**config.mk**
```make
export PLATFORM = sky130hd
export DESIGN_NAME = series_transcendental_unit
export DESIGN_NICKNAME = d
export VERILOG_FILES = /design/src/rtl/ste_pkg.sv /design/src/rtl/series_transcendental_unit.sv
export SDC_FILE = /design/constraint.sdc
export NUM_CORES = 2
export LEC_CHECK = 0
export BUFFER_PORTS_ARGS = -buffer_cell sky130_fd_sc_hd__buf_2
export CORE_AREA = 5 5 347 349
export DETAILED_ROUTE_END_ITERATION = 7
export DIE_AREA = 0 0 352 354
export PLACE_DENSITY = 0.53
export SYNTH_ARGS = -nofsm -noshare
export SYNTH_HDL_FRONTEND = slang
export SYNTH_SLANG_ARGS = --single-unit
```
**constraint.sdc**
```tcl
create_clock -name aclk -period 7.6 [get_ports aclk]
set_input_delay 0.38 -clock aclk [delete_from_list [all_inputs] [get_ports aclk]]
set_output_delay 0.38 -clock aclk [all_outputs]
set_load 0.05 [all_outputs]
```
**src/rtl/ste_pkg.sv**
```systemverilog
// ----------------------------------------------------------------------------
// ste_pkg
// shared types and codes of the series transcendental unit
// ----------------------------------------------------------------------------
`default_nettype none

package ste_pkg;

    typedef enum logic [2:0] {
        S_IDLE,
        S_SETUP,
        S_MUL,
        S_DIV,
        S_ITER,
        S_ACC,
        S_FIN,
        S_DONE
    } state_t;

    // what a finished multiply or divide feeds
    typedef enum logic [2:0] {
        STEP_Z,
        STEP_Z2,
        STEP_X2,
        STEP_TERM,
        STEP_POW
    } step_t;

    typedef enum logic [1:0] {
        K_EXP,
        K_LN,
        K_SIN,
        K_COS
    } kind_t;

    localparam logic [2:0] CMD_EXP = 3'd0;
    localparam logic [2:0] CMD_LN  = 3'd1;
    localparam logic [2:0] CMD_SIN = 3'd2;
    localparam logic [2:0] CMD_COS = 3'd3;
    localparam logic [2:0] CMD_POW = 3'd4;

    localparam logic [1:0] STATUS_OK     = 2'd0;
    localparam logic [1:0] STATUS_OVF    = 2'd1;
    localparam logic [1:0] STATUS_DOMAIN = 2'd2;

    localparam logic [1:0] REG_EXP_TERMS  = 2'd0;
    localparam logic [1:0] REG_LOG_TERMS  = 2'd1;
    localparam logic [1:0] REG_TRIG_TERMS = 2'd2;

    localparam logic [7:0] EXP_TERMS_RST  = 8'd150;
    localparam logic [7:0] LOG_TERMS_RST  = 8'd150;
    localparam logic [5:0] TRIG_TERMS_RST = 6'd20;

endpackage

`default_nettype wire

```
**src/rtl/series_transcendental_unit.sv**
```systemverilog
// ----------------------------------------------------------------------------
// series_transcendental_unit
// exp, ln, sin, cos and pow of fixed-point operands by truncated series
// ----------------------------------------------------------------------------
// channel   direction  handshake           payload
// s_        in         s_valid / s_ready   s_command, s_operand_a, s_operand_b
// m_        out        m_valid / m_ready   m_result_value, m_status_code
// cfg_      in         cfg_wr_en           cfg_addr, cfg_wdata
//
// one shared shift-add multiplier (WORD_BITS steps) and one restoring divider
// (max(WORD_BITS, 32 + FRAC_BITS) steps) do all the work; each series term
// costs one multiply and one divide, and a word runs until its term count is
// reached or a term comes out zero (pow runs an ln series, then an exp series).
// s_ready is high only while no word is in work; a finished word waits in
// the output register and the next word can be taken meanwhile.
// aresetn is synchronous, active low, and restores the term counts.
// ----------------------------------------------------------------------------
`default_nettype none

module series_transcendental_unit
    import ste_pkg::*;
#(
    parameter int FRAC_BITS = 16,
    parameter int WORD_BITS = 32
) (
    input  wire                aclk,
    input  wire                aresetn,
    input  wire                s_valid,
    output logic               s_ready,
    input  wire  [2:0]         s_command,
    input  wire  signed [31:0] s_operand_a,
    input  wire  signed [31:0] s_operand_b,
    output logic               m_valid,
    input  wire                m_ready,
    output logic signed [31:0] m_result_value,
    output logic [1:0]         m_status_code,
    input  wire                cfg_wr_en,
    input  wire  [1:0]         cfg_addr,
    input  wire  [7:0]         cfg_wdata
);

    localparam int W  = WORD_BITS;
    localparam int F  = FRAC_BITS;
    localparam int PW = 2 * WORD_BITS;
    localparam int DW = (WORD_BITS > 32 + FRAC_BITS) ? WORD_BITS : 32 + FRAC_BITS;
    localparam int CW = $clog2(DW + 1);
    localparam int XW = (WORD_BITS > 32) ? WORD_BITS : 33;

    localparam logic signed [W-1:0] WMAX = {1'b0, {(W-1){1'b1}}};
    localparam logic signed [W-1:0] WMIN = {1'b1, {(W-1){1'b0}}};
    localparam logic signed [W-1:0] ONE  = {{(W-F-1){1'b0}}, 1'b1, {F{1'b0}}};
    localparam logic [31:0] ONE32 = 32'd1 << F;
    localparam logic signed [XW-1:0] R32MAX = XW'(signed'(32'h7fff_ffff));
    localparam logic signed [XW-1:0] R32MIN = XW'(signed'(32'h8000_0000));
    localparam logic [CW-1:0] MUL_STEPS = CW'(W);
    localparam logic [CW-1:0] DIV_STEPS = CW'(DW);

    function automatic logic [W-1:0] mag(input logic signed [W-1:0] v);
        mag = v[W-1] ? W'(-v) : W'(v);
    endfunction

    // saturating add, overflow flag on top
    function automatic logic [W:0] addw(input logic signed [W-1:0] x,
                                        input logic signed [W-1:0] y);
        logic signed [W:0] s;
        s = {x[W-1], x} + {y[W-1], y};
        if (s[W] != s[W-1]) begin
            addw = {1'b1, (s[W] ? WMIN : WMAX)};
        end else begin
            addw = {1'b0, s[W-1:0]};
        end
    endfunction

    // floor shift of the signed product (magnitude rounded up when negative), sign and saturation
    function automatic logic [W:0] mul_finish(input logic [PW-1:0] p,
                                              input logic neg);
        logic [PW-1:0]   ps;
        logic [PW-F-1:0] m;
        logic [PW-F-1:0] lim;
        ps  = p + (neg ? {{(PW-F){1'b0}}, {F{1'b1}}} : {PW{1'b0}});
        m   = ps[PW-1:F];
        lim = neg ? {{(PW-F-W){1'b0}}, 1'b1, {(W-1){1'b0}}}
                  : {{(PW-F-W){1'b0}}, 1'b0, {(W-1){1'b1}}};
        if (m > lim) begin
            mul_finish = {1'b1, (neg ? WMIN : WMAX)};
        end else begin
            mul_finish = {1'b0, (neg ? W'(-m[W-1:0]) : m[W-1:0])};
        end
    endfunction

    state_t state_reg, state_next;
    step_t  step_reg, step_next;
    kind_t  kind_reg, kind_next;
    logic [2:0]         cmd_reg, cmd_next;
    logic signed [31:0] araw_reg, araw_next;
    logic signed [31:0] braw_reg, braw_next;
    logic signed [W-1:0] b_reg, b_next;
    logic signed [W-1:0] t_reg, t_next;
    logic signed [W-1:0] mult_reg, mult_next;
    logic signed [W-1:0] sum_reg, sum_next;
    logic signed [W-1:0] term_reg, term_next;
    logic [7:0] i_reg, i_next;
    logic [7:0] n_reg, n_next;
    logic ov_reg, ov_next;
    logic dom_reg, dom_next;
    logic [W-1:0] mul_a_reg, mul_a_next;
    logic [W-1:0] mul_hi_reg, mul_hi_next;
    logic [W-1:0] mul_lo_reg, mul_lo_next;
    logic mul_neg_reg, mul_neg_next;
    logic [CW-1:0] cnt_reg, cnt_next;
    logic [31:0]   rem_reg, rem_next;
    logic [DW-1:0] quo_reg, quo_next;
    logic [31:0]   dvs_reg, dvs_next;
    logic div_neg_reg, div_neg_next;
    logic m_valid_reg, m_valid_next;
    logic signed [31:0] m_result_value_reg, m_result_value_next;
    logic [1:0] m_status_code_reg, m_status_code_next;
    logic [7:0] exp_cnt_reg, exp_cnt_next;
    logic [7:0] log_cnt_reg, log_cnt_next;
    logic [5:0] trig_cnt_reg, trig_cnt_next;

    always_ff @(posedge aclk) begin
        if (!aresetn) begin
            state_reg    <= S_IDLE;
            step_reg     <= STEP_Z;
            kind_reg     <= K_EXP;
            ov_reg       <= 1'b0;
            dom_reg      <= 1'b0;
            cnt_reg      <= '0;
            i_reg        <= '0;
            n_reg        <= '0;
            m_valid_reg  <= 1'b0;
            exp_cnt_reg  <= EXP_TERMS_RST;
            log_cnt_reg  <= LOG_TERMS_RST;
            trig_cnt_reg <= TRIG_TERMS_RST;
        end else begin
            state_reg    <= state_next;
            step_reg     <= step_next;
            kind_reg     <= kind_next;
            ov_reg       <= ov_next;
            dom_reg      <= dom_next;
            cnt_reg      <= cnt_next;
            i_reg        <= i_next;
            n_reg        <= n_next;
            m_valid_reg  <= m_valid_next;
            exp_cnt_reg  <= exp_cnt_next;
            log_cnt_reg  <= log_cnt_next;
            trig_cnt_reg <= trig_cnt_next;
        end
    end

    always_ff @(posedge aclk) begin
        cmd_reg            <= cmd_next;
        araw_reg           <= araw_next;
        braw_reg           <= braw_next;
        b_reg              <= b_next;
        t_reg              <= t_next;
        mult_reg           <= mult_next;
        sum_reg            <= sum_next;
        term_reg           <= term_next;
        mul_a_reg          <= mul_a_next;
        mul_hi_reg         <= mul_hi_next;
        mul_lo_reg         <= mul_lo_next;
        mul_neg_reg        <= mul_neg_next;
        rem_reg            <= rem_next;
        quo_reg            <= quo_next;
        dvs_reg            <= dvs_next;
        div_neg_reg        <= div_neg_next;
        m_result_value_reg <= m_result_value_next;
        m_status_code_reg  <= m_status_code_next;
    end

    always_comb begin
        logic signed [XW-1:0] ax;
        logic signed [XW-1:0] bx;
        logic signed [XW-1:0] rx;
        logic signed [W-1:0]  a_cl;
        logic signed [W-1:0]  b_cl;
        logic signed [W-1:0]  mq;
        logic signed [W-1:0]  dq;
        logic signed [W-1:0]  lnv;
        logic [W:0]           wtmp;
        logic [W:0]           msum;
        logic [32:0]          rsh;
        logic signed [32:0]   zn;
        logic [31:0]          zmag;
        logic [8:0]           i2;
        logic [17:0]          dtrig;
        logic                 start_mul;
        logic signed [W-1:0]  mul_x;
        logic signed [W-1:0]  mul_y;
        logic                 start_div;
        logic [DW-1:0]        div_val;
        logic                 div_sign;
        logic [31:0]          div_by;

        state_next          = state_reg;
        step_next           = step_reg;
        kind_next           = kind_reg;
        cmd_next            = cmd_reg;
        araw_next           = araw_reg;
        braw_next           = braw_reg;
        b_next              = b_reg;
        t_next              = t_reg;
        mult_next           = mult_reg;
        sum_next            = sum_reg;
        term_next           = term_reg;
        i_next              = i_reg;
        n_next              = n_reg;
        ov_next             = ov_reg;
        dom_next            = dom_reg;
        mul_a_next          = mul_a_reg;
        mul_hi_next         = mul_hi_reg;
        mul_lo_next         = mul_lo_reg;
        mul_neg_next        = mul_neg_reg;
        cnt_next            = cnt_reg;
        rem_next            = rem_reg;
        quo_next            = quo_reg;
        dvs_next            = dvs_reg;
        div_neg_next        = div_neg_reg;
        m_valid_next        = m_valid_reg && !m_ready;
        m_result_value_next = m_result_value_reg;
        m_status_code_next  = m_status_code_reg;
        exp_cnt_next        = exp_cnt_reg;
        log_cnt_next        = log_cnt_reg;
        trig_cnt_next       = trig_cnt_reg;

        start_mul = 1'b0;
        mul_x     = '0;
        mul_y     = '0;
        start_div = 1'b0;
        div_val   = '0;
        div_sign  = 1'b0;
        div_by    = '0;
        a_cl      = '0;
        b_cl      = '0;
        lnv       = '0;
        zn        = '0;
        zmag      = '0;

        ax = XW'(araw_reg);
        bx = XW'(braw_reg);
        rx = XW'(sum_reg);
        mq = '0;
        dq = div_neg_reg ? W'(-quo_reg[W-1:0]) : quo_reg[W-1:0];
        msum = {1'b0, mul_hi_reg} + (mul_lo_reg[0] ? {1'b0, mul_a_reg} : {(W+1){1'b0}});
        rsh  = {rem_reg, quo_reg[DW-1]};
        i2   = {i_reg, 1'b0};
        dtrig = (kind_reg == K_COS) ? 18'(i2 - 9'd1) * 18'(i2) : 18'(i2) * 18'(i2 + 9'd1);
        wtmp = '0;

        if (cfg_wr_en) begin
            case (cfg_addr)
                REG_EXP_TERMS:  exp_cnt_next  = cfg_wdata;
                REG_LOG_TERMS:  log_cnt_next  = cfg_wdata;
                REG_TRIG_TERMS: trig_cnt_next = cfg_wdata[5:0];
                default: ;
            endcase
        end

        case (state_reg)
            S_IDLE: begin
                if (s_valid) begin
                    cmd_next   = s_command;
                    araw_next  = s_operand_a;
                    braw_next  = s_operand_b;
                    ov_next    = 1'b0;
                    dom_next   = 1'b0;
                    state_next = S_SETUP;
                end
            end

            S_SETUP: begin
                if (ax > XW'(WMAX)) begin
                    a_cl = WMAX;
                    ov_next = 1'b1;
                end else if (ax < XW'(WMIN)) begin
                    a_cl = WMIN;
                    ov_next = 1'b1;
                end else begin
                    a_cl = ax[W-1:0];
                end
                if (bx > XW'(WMAX)) begin
                    b_cl = WMAX;
                    ov_next = 1'b1;
                end else if (bx < XW'(WMIN)) begin
                    b_cl = WMIN;
                    ov_next = 1'b1;
                end else begin
                    b_cl = bx[W-1:0];
                end
                b_next   = b_cl;
                sum_next = '0;
                i_next   = '0;
                case (cmd_reg)
                    CMD_EXP: begin
                        kind_next  = K_EXP;
                        t_next     = ONE;
                        mult_next  = a_cl;
                        n_next     = exp_cnt_reg;
                        state_next = S_ITER;
                    end
                    CMD_LN, CMD_POW: begin
                        if (araw_reg <= 32'sd0) begin
                            dom_next   = 1'b1;
                            state_next = S_DONE;
                        end else begin
                            kind_next = K_LN;
                            n_next    = log_cnt_reg;
                            zn        = {araw_reg[31], araw_reg} - 33'(ONE32);
                            zmag      = zn[32] ? 32'(-zn) : zn[31:0];
                            start_div = 1'b1;
                            div_val   = DW'(zmag) << F;
                            div_sign  = zn[32];
                            div_by    = araw_reg + ONE32;
                            step_next = STEP_Z;
                        end
                    end
                    CMD_SIN, CMD_COS: begin
                        kind_next = (cmd_reg == CMD_COS) ? K_COS : K_SIN;
                        t_next    = (cmd_reg == CMD_COS) ? ONE : a_cl;
                        n_next    = {2'b00, trig_cnt_reg};
                        start_mul = 1'b1;
                        mul_x     = a_cl;
                        mul_y     = a_cl;
                        step_next = STEP_X2;
                    end
                    default: begin
                        dom_next   = 1'b1;
                        state_next = S_DONE;
                    end
                endcase
            end

            S_MUL: begin
                if (cnt_reg != MUL_STEPS) begin
                    mul_hi_next = msum[W:1];
                    mul_lo_next = {msum[0], mul_lo_reg[W-1:1]};
                    cnt_next    = cnt_reg + 1'b1;
                end else begin
                    wtmp = mul_finish({mul_hi_reg, mul_lo_reg}, mul_neg_reg);
                    mq   = wtmp[W-1:0];
                    if (wtmp[W]) begin
                        ov_next = 1'b1;
                    end
                    case (step_reg)
                        STEP_Z2, STEP_X2: begin
                            mult_next  = mq;
                            state_next = S_ITER;
                        end
                        STEP_TERM: begin
                            if (kind_reg == K_LN) begin
                                t_next = mq;
                            end
                            start_div = 1'b1;
                            div_val   = DW'(mag(mq));
                            div_sign  = mq[W-1];
                            case (kind_reg)
                                K_EXP:   div_by = 32'(i_reg);
                                K_LN:    div_by = 32'(i2) + 32'd1;
                                default: div_by = 32'(dtrig);
                            endcase
                        end
                        STEP_POW: begin
                            kind_next  = K_EXP;
                            t_next     = ONE;
                            mult_next  = mq;
                            sum_next   = '0;
                            i_next     = '0;
                            n_next     = exp_cnt_reg;
                            state_next = S_ITER;
                        end
                        default: state_next = S_ITER;
                    endcase
                end
            end

            S_DIV: begin
                if (cnt_reg != DIV_STEPS) begin
                    if (rsh >= {1'b0, dvs_reg}) begin
                        rem_next = 32'(rsh - {1'b0, dvs_reg});
                        quo_next = {quo_reg[DW-2:0], 1'b1};
                    end else begin
                        rem_next = rsh[31:0];
                        quo_next = {quo_reg[DW-2:0], 1'b0};
                    end
                    cnt_next = cnt_reg + 1'b1;
                end else begin
                    if (step_reg == STEP_Z) begin
                        t_next    = dq;
                        start_mul = 1'b1;
                        mul_x     = dq;
                        mul_y     = dq;
                        step_next = STEP_Z2;
                    end else begin
                        case (kind_reg)
                            K_LN: begin
                                term_next = dq;
                            end
                            K_EXP: begin
                                t_next    = dq;
                                term_next = dq;
                            end
                            default: begin
                                if (dq == WMIN) begin
                                    ov_next   = 1'b1;
                                    t_next    = WMAX;
                                    term_next = WMAX;
                                end else begin
                                    t_next    = -dq;
                                    term_next = -dq;
                                end
                            end
                        endcase
                        state_next = S_ACC;
                    end
                end
            end

            S_ITER: begin
                if (i_reg == n_reg) begin
                    state_next = S_FIN;
                end else if (i_reg == 8'd0) begin
                    term_next  = t_reg;
                    state_next = S_ACC;
                end else begin
                    start_mul = 1'b1;
                    mul_x     = t_reg;
                    mul_y     = mult_reg;
                    step_next = STEP_TERM;
                end
            end

            S_ACC: begin
                if (term_reg == '0) begin
                    state_next = S_FIN;
                end else begin
                    wtmp     = addw(sum_reg, term_reg);
                    sum_next = wtmp[W-1:0];
                    if (wtmp[W]) begin
                        ov_next = 1'b1;
                    end
                    i_next     = i_reg + 8'd1;
                    state_next = S_ITER;
                end
            end

            S_FIN: begin
                if (kind_reg == K_LN) begin
                    wtmp = addw(sum_reg, sum_reg);
                    lnv  = wtmp[W-1:0];
                    if (wtmp[W]) begin
                        ov_next = 1'b1;
                    end
                    if (cmd_reg == CMD_POW) begin
                        start_mul = 1'b1;
                        mul_x     = b_reg;
                        mul_y     = lnv;
                        step_next = STEP_POW;
                    end else begin
                        sum_next   = lnv;
                        state_next = S_DONE;
                    end
                end else begin
                    state_next = S_DONE;
                end
            end

            S_DONE: begin
                if (!m_valid_reg || m_ready) begin
                    m_valid_next = 1'b1;
                    if (dom_reg) begin
                        m_result_value_next = '0;
                        m_status_code_next  = STATUS_DOMAIN;
                    end else if (rx > R32MAX) begin
                        m_result_value_next = 32'sh7fff_ffff;
                        m_status_code_next  = STATUS_OVF;
                    end else if (rx < R32MIN) begin
                        m_result_value_next = 32'sh8000_0000;
                        m_status_code_next  = STATUS_OVF;
                    end else begin
                        m_result_value_next = rx[31:0];
                        m_status_code_next  = ov_reg ? STATUS_OVF : STATUS_OK;
                    end
                    state_next = S_IDLE;
                end
            end

            default: state_next = S_IDLE;
        endcase

        if (start_mul) begin
            mul_a_next   = mag(mul_x);
            mul_lo_next  = mag(mul_y);
            mul_hi_next  = '0;
            mul_neg_next = mul_x[W-1] != mul_y[W-1];
            cnt_next     = '0;
            state_next   = S_MUL;
        end
        if (start_div) begin
            quo_next     = div_val;
            rem_next     = '0;
            dvs_next     = div_by;
            div_neg_next = div_sign;
            cnt_next     = '0;
            state_next   = S_DIV;
        end
    end

    assign s_ready        = (state_reg == S_IDLE);
    assign m_valid        = m_valid_reg;
    assign m_result_value = m_result_value_reg;
    assign m_status_code  = m_status_code_reg;

endmodule

`default_nettype wire
```
==> flow_metrics.tcl <==
set metrics [dict create \
    crit_start "mul_lo_reg[23]" \
    drt_first_pass_iters 5 \
    critPathArrivalTime_ns 7.62 \
    fin_crit_sh_pct 95.10 \
    syn_area_mm2 0.04060 \
    drt-vias-per-instance 5.697 \
    worstPathRequired_ns 7.99 \
    start_util_pct 34.66 \
    yosysWarnings 0 \
    powerDensity_mw_per_mm2 331.8 \
    ys.flop_type "edfxtp_1" \
    drive_above_1_share_pct 10.43 \
    p_leak_uw 0.01838 \
    die_w_um 352 \
    grt_max_degree 75 \
    pin_count 118 \
    placed_cell_area_mm2 0.04342 \
    dieArea_mm2 0.1246 \
    portBuffers 117 \
    drt_iter0_markers 3388 \
    rows 126 \
    endpoint_kind "flip-flop" \
    fin_skew_ns 0.02933 \
    synth_top_family_by_area "compound AO/OA/AOI/OAI gates" \
    synth-xor-area-share_pct 7.588 \
    syn2layout_area_growth_pct 14.95 \
    critical_path_class "flip-flop to flip-flop" \
    hold_viol 0 \
    drt-total-wl_um 154400 \
    ys_seq_elements 526 \
    synthTopCellsByArea "edfxtp_1 30%, ha_1 6.9%, dfxtp_1 5.9%, xnor2_1 4.9%, fa_1 4.8%" \
    finalSetupViolCount 0 \
    crit_top_cell "nand4_1" \
    synth-simple-area-share_pct 17.70 \
    reg2reg_to "quo_reg[28]" \
    r2r_slack_ns 0.37 \
    tns_ns 0 \
    setup_ws_ns 0.3720 \
    postRouteAntennaNets 0 \
    post-route-cell-area_mm2 0.04667 \
    muxShareOfSynthArea_pct 1.575 \
    cap_violations 0 \
    wl_per_cell_um 24.50 \
    largest_reg_flops 48 \
    run_status "complete, no violations" \
    htree_num_levels 3 \
    synthMostInstantiatedCell "nand2_1" \
    cts_buffers 70 \
    fin_crit_ns 7.228 \
    cp-endpoint "quo_reg[28]" \
    async_flop_share_pct 0 \
    postCtsSetupRepairBufs 0 \
    hold_path.class "input port to flip-flop" \
    cts-root-buf "clkbuf_16" \
    grt-ovfl-total 0 \
    grt_pass1_wl_um 228400 \
    synth_edf_count 407 \
    core_area_mm2 0.1171 \
    slew_headroom_pct 6.126 \
    clk_pin_slew_ns 0.07 \
    clk_latency_ns 0.67 \
    nets 5111 \
    cp_slowest_cell "or4_4" \
    synth_top_area_share_pct 30.10 \
    die_h_um 354 \
    yosys-top-cells-count "462 x nand2_1, 407 x edfxtp_1, 390 x nor2_1" \
    worst_pin_slew_ns 1.400 \
    worst-path-max-fanout 8 \
    synth.avg_cell_area_um2 8.913 \
    grt_pass1_vias 34290 \
    startpoint_type "flip-flop" \
    r2r_start "mul_lo_reg[23]" \
    worstRegToRegCells 21 \
    fmaxAchievable_mhz 138.4 \
    report.final.slew_viol_count 0 \
    cts.path.max_buffers 3 \
    cts_tree "done" \
    yosys.area_share.adder_pct 11.72 \
    post-route-drc-count 0 \
    cts_sinks 526 \
    vdd_drop_max_mv 0.2204 \
    final_core_util_pct 39.84 \
    synth_area_leader_cell "edfxtp_1" \
    ys_seq_area_share_pct 35.97 \
    dpl.hpwl_um 116800 \
    synth_cells 4555 \
    place_ws_ns 0.3112 \
    grt_util_all_layers_pct 24.06 \
    slowest_delay_ns 0.60 \
    synth_cell_types 112 \
    dr_total_vias 35910 \
    antenna_found_initial 7 \
    crit_chain "nand4_1 -> or4_4 -> or3b_2 -> a21oi_1 -> xor2_1 -> ha_1 -> nand4_1 -> or2_2 -> or4_1 -> o21ai_0 -> nand4_1 -> or4b_4 -> nor2_2 -> a21oi_1 -> a31oi_2 -> ha_2 -> o211ai_1 -> nor3_4 -> and3_1 -> o22ai_1 -> or3_1" \
    place_congestion 0.9698 \
    synth_compound_area_share_pct 20.28 \
]
==> worst max-delay path: cells and delay by family (launching register included) <==
family          cells  cell delay [ns]
flops               1             0.53
fa+ha+maj           2             0.65
simple gates       12             4.21
xor+xnor            1             0.26
compound gates      6             1.29
==> area by class of cell <==
type / count / area [µm²]
Multi-Input combinational cell: 3489 / 24190
Clock buffer: 91 / 1922
Tap cell: 1536 / 1922
Sequential cell: 526 / 14610
Antenna cell: 1 / 2.502
Inverter: 281 / 1056
Timing Repair Buffer: 339 / 2440
Fill cell: 11810 / 70470
Clock inverter: 39 / 528.0
==> cells in the final DEF, fill, tap and decap left out, drive strengths merged, types with 91 or more instances in the layout <==
| master | instances |
|---|---|
| xnor2 | 229 |
| clkbuf | 91 |
| nand2 | 462 |
| nor2 | 391 |
| dfxtp | 119 |
| inv | 280 |
| o21ai | 338 |
| nand3 | 138 |
| fa | 97 |
| edfxtp | 407 |
| a21oi | 317 |
| ha | 225 |
| buf | 264 |
| xor2 | 121 |
==> power by group <==
group / internal, µW / switching [µW] / leakage (µW)
logic: 2450 / 4550 / 0.0124
registers: 4120 / 801 / 0.00475
clock network: 2150 / 1430 / 0.00119
total: 8710 / 6780 / 0.0184
==> per-layer routing <==
layer,up-vias,global-route usage [%],share of wire (%)
li1,16750,-,-
met1,17470,32.19,43
met2,1377,38.44,45
met3,304,3.173,6.5
met4,2,11.94,5.8
met5,-,0,0.010
==> worst min-delay path by stage <==
| stage | startpoint | endpoint | slack [ns] | cells past startpoint |
|---|---|---|---|---|
| after floorplan | dom_reg | m_status_code[1] | 0.41 | 0 |
| after global placement | braw_reg[11] | b_reg[11] | 0.41 | 0 |
| after detailed placement | braw_reg[22] | b_reg[22] | 0.41 | 0 |
| after CTS | s_valid | ov_reg | 0.07 | 4 |
| after global routing | s_valid | ov_reg | 0.13 | 4 |
| final | s_valid | ov_reg | 0.10 | 4 |
==> cell families (layout without fill, tap and decap cells) <==
| kind of cell | Yosys count | count (layout) |
|---|---|---|
| multiplexers | 59 | 59 |
| XOR/XNOR | 350 | 350 |
| buffers and inverters | 547 | 750 |
| adder cells (fa/ha/maj) | 322 | 322 |
| AO/OA/AOI/OAI | 1253 | 1253 |
| AND/OR/NAND/NOR | 1496 | 1496 |
| other | 2 | 10 |
| flip-flops | 526 | 526 |
==> metrics by stage <==
step                power [µW]  hold WS [ns]  std cells
detailed placement       11780        0.4063       6096
finish                   15490        0.1026       6302
floorplan                 9364        0.4064       4562
global placement         11760        0.4065       6096
global route             16390        0.1278       6301
CTS                      15440       0.07313       6301
==> repair_timing <==
item	CTS	global route
resized for setup	0	8
endpoints found under the hold margin	85	0
hold buffers	75	0
endpoints found under the setup margin	0	12
Note: power is estimated with default switching activity, not from simulation.
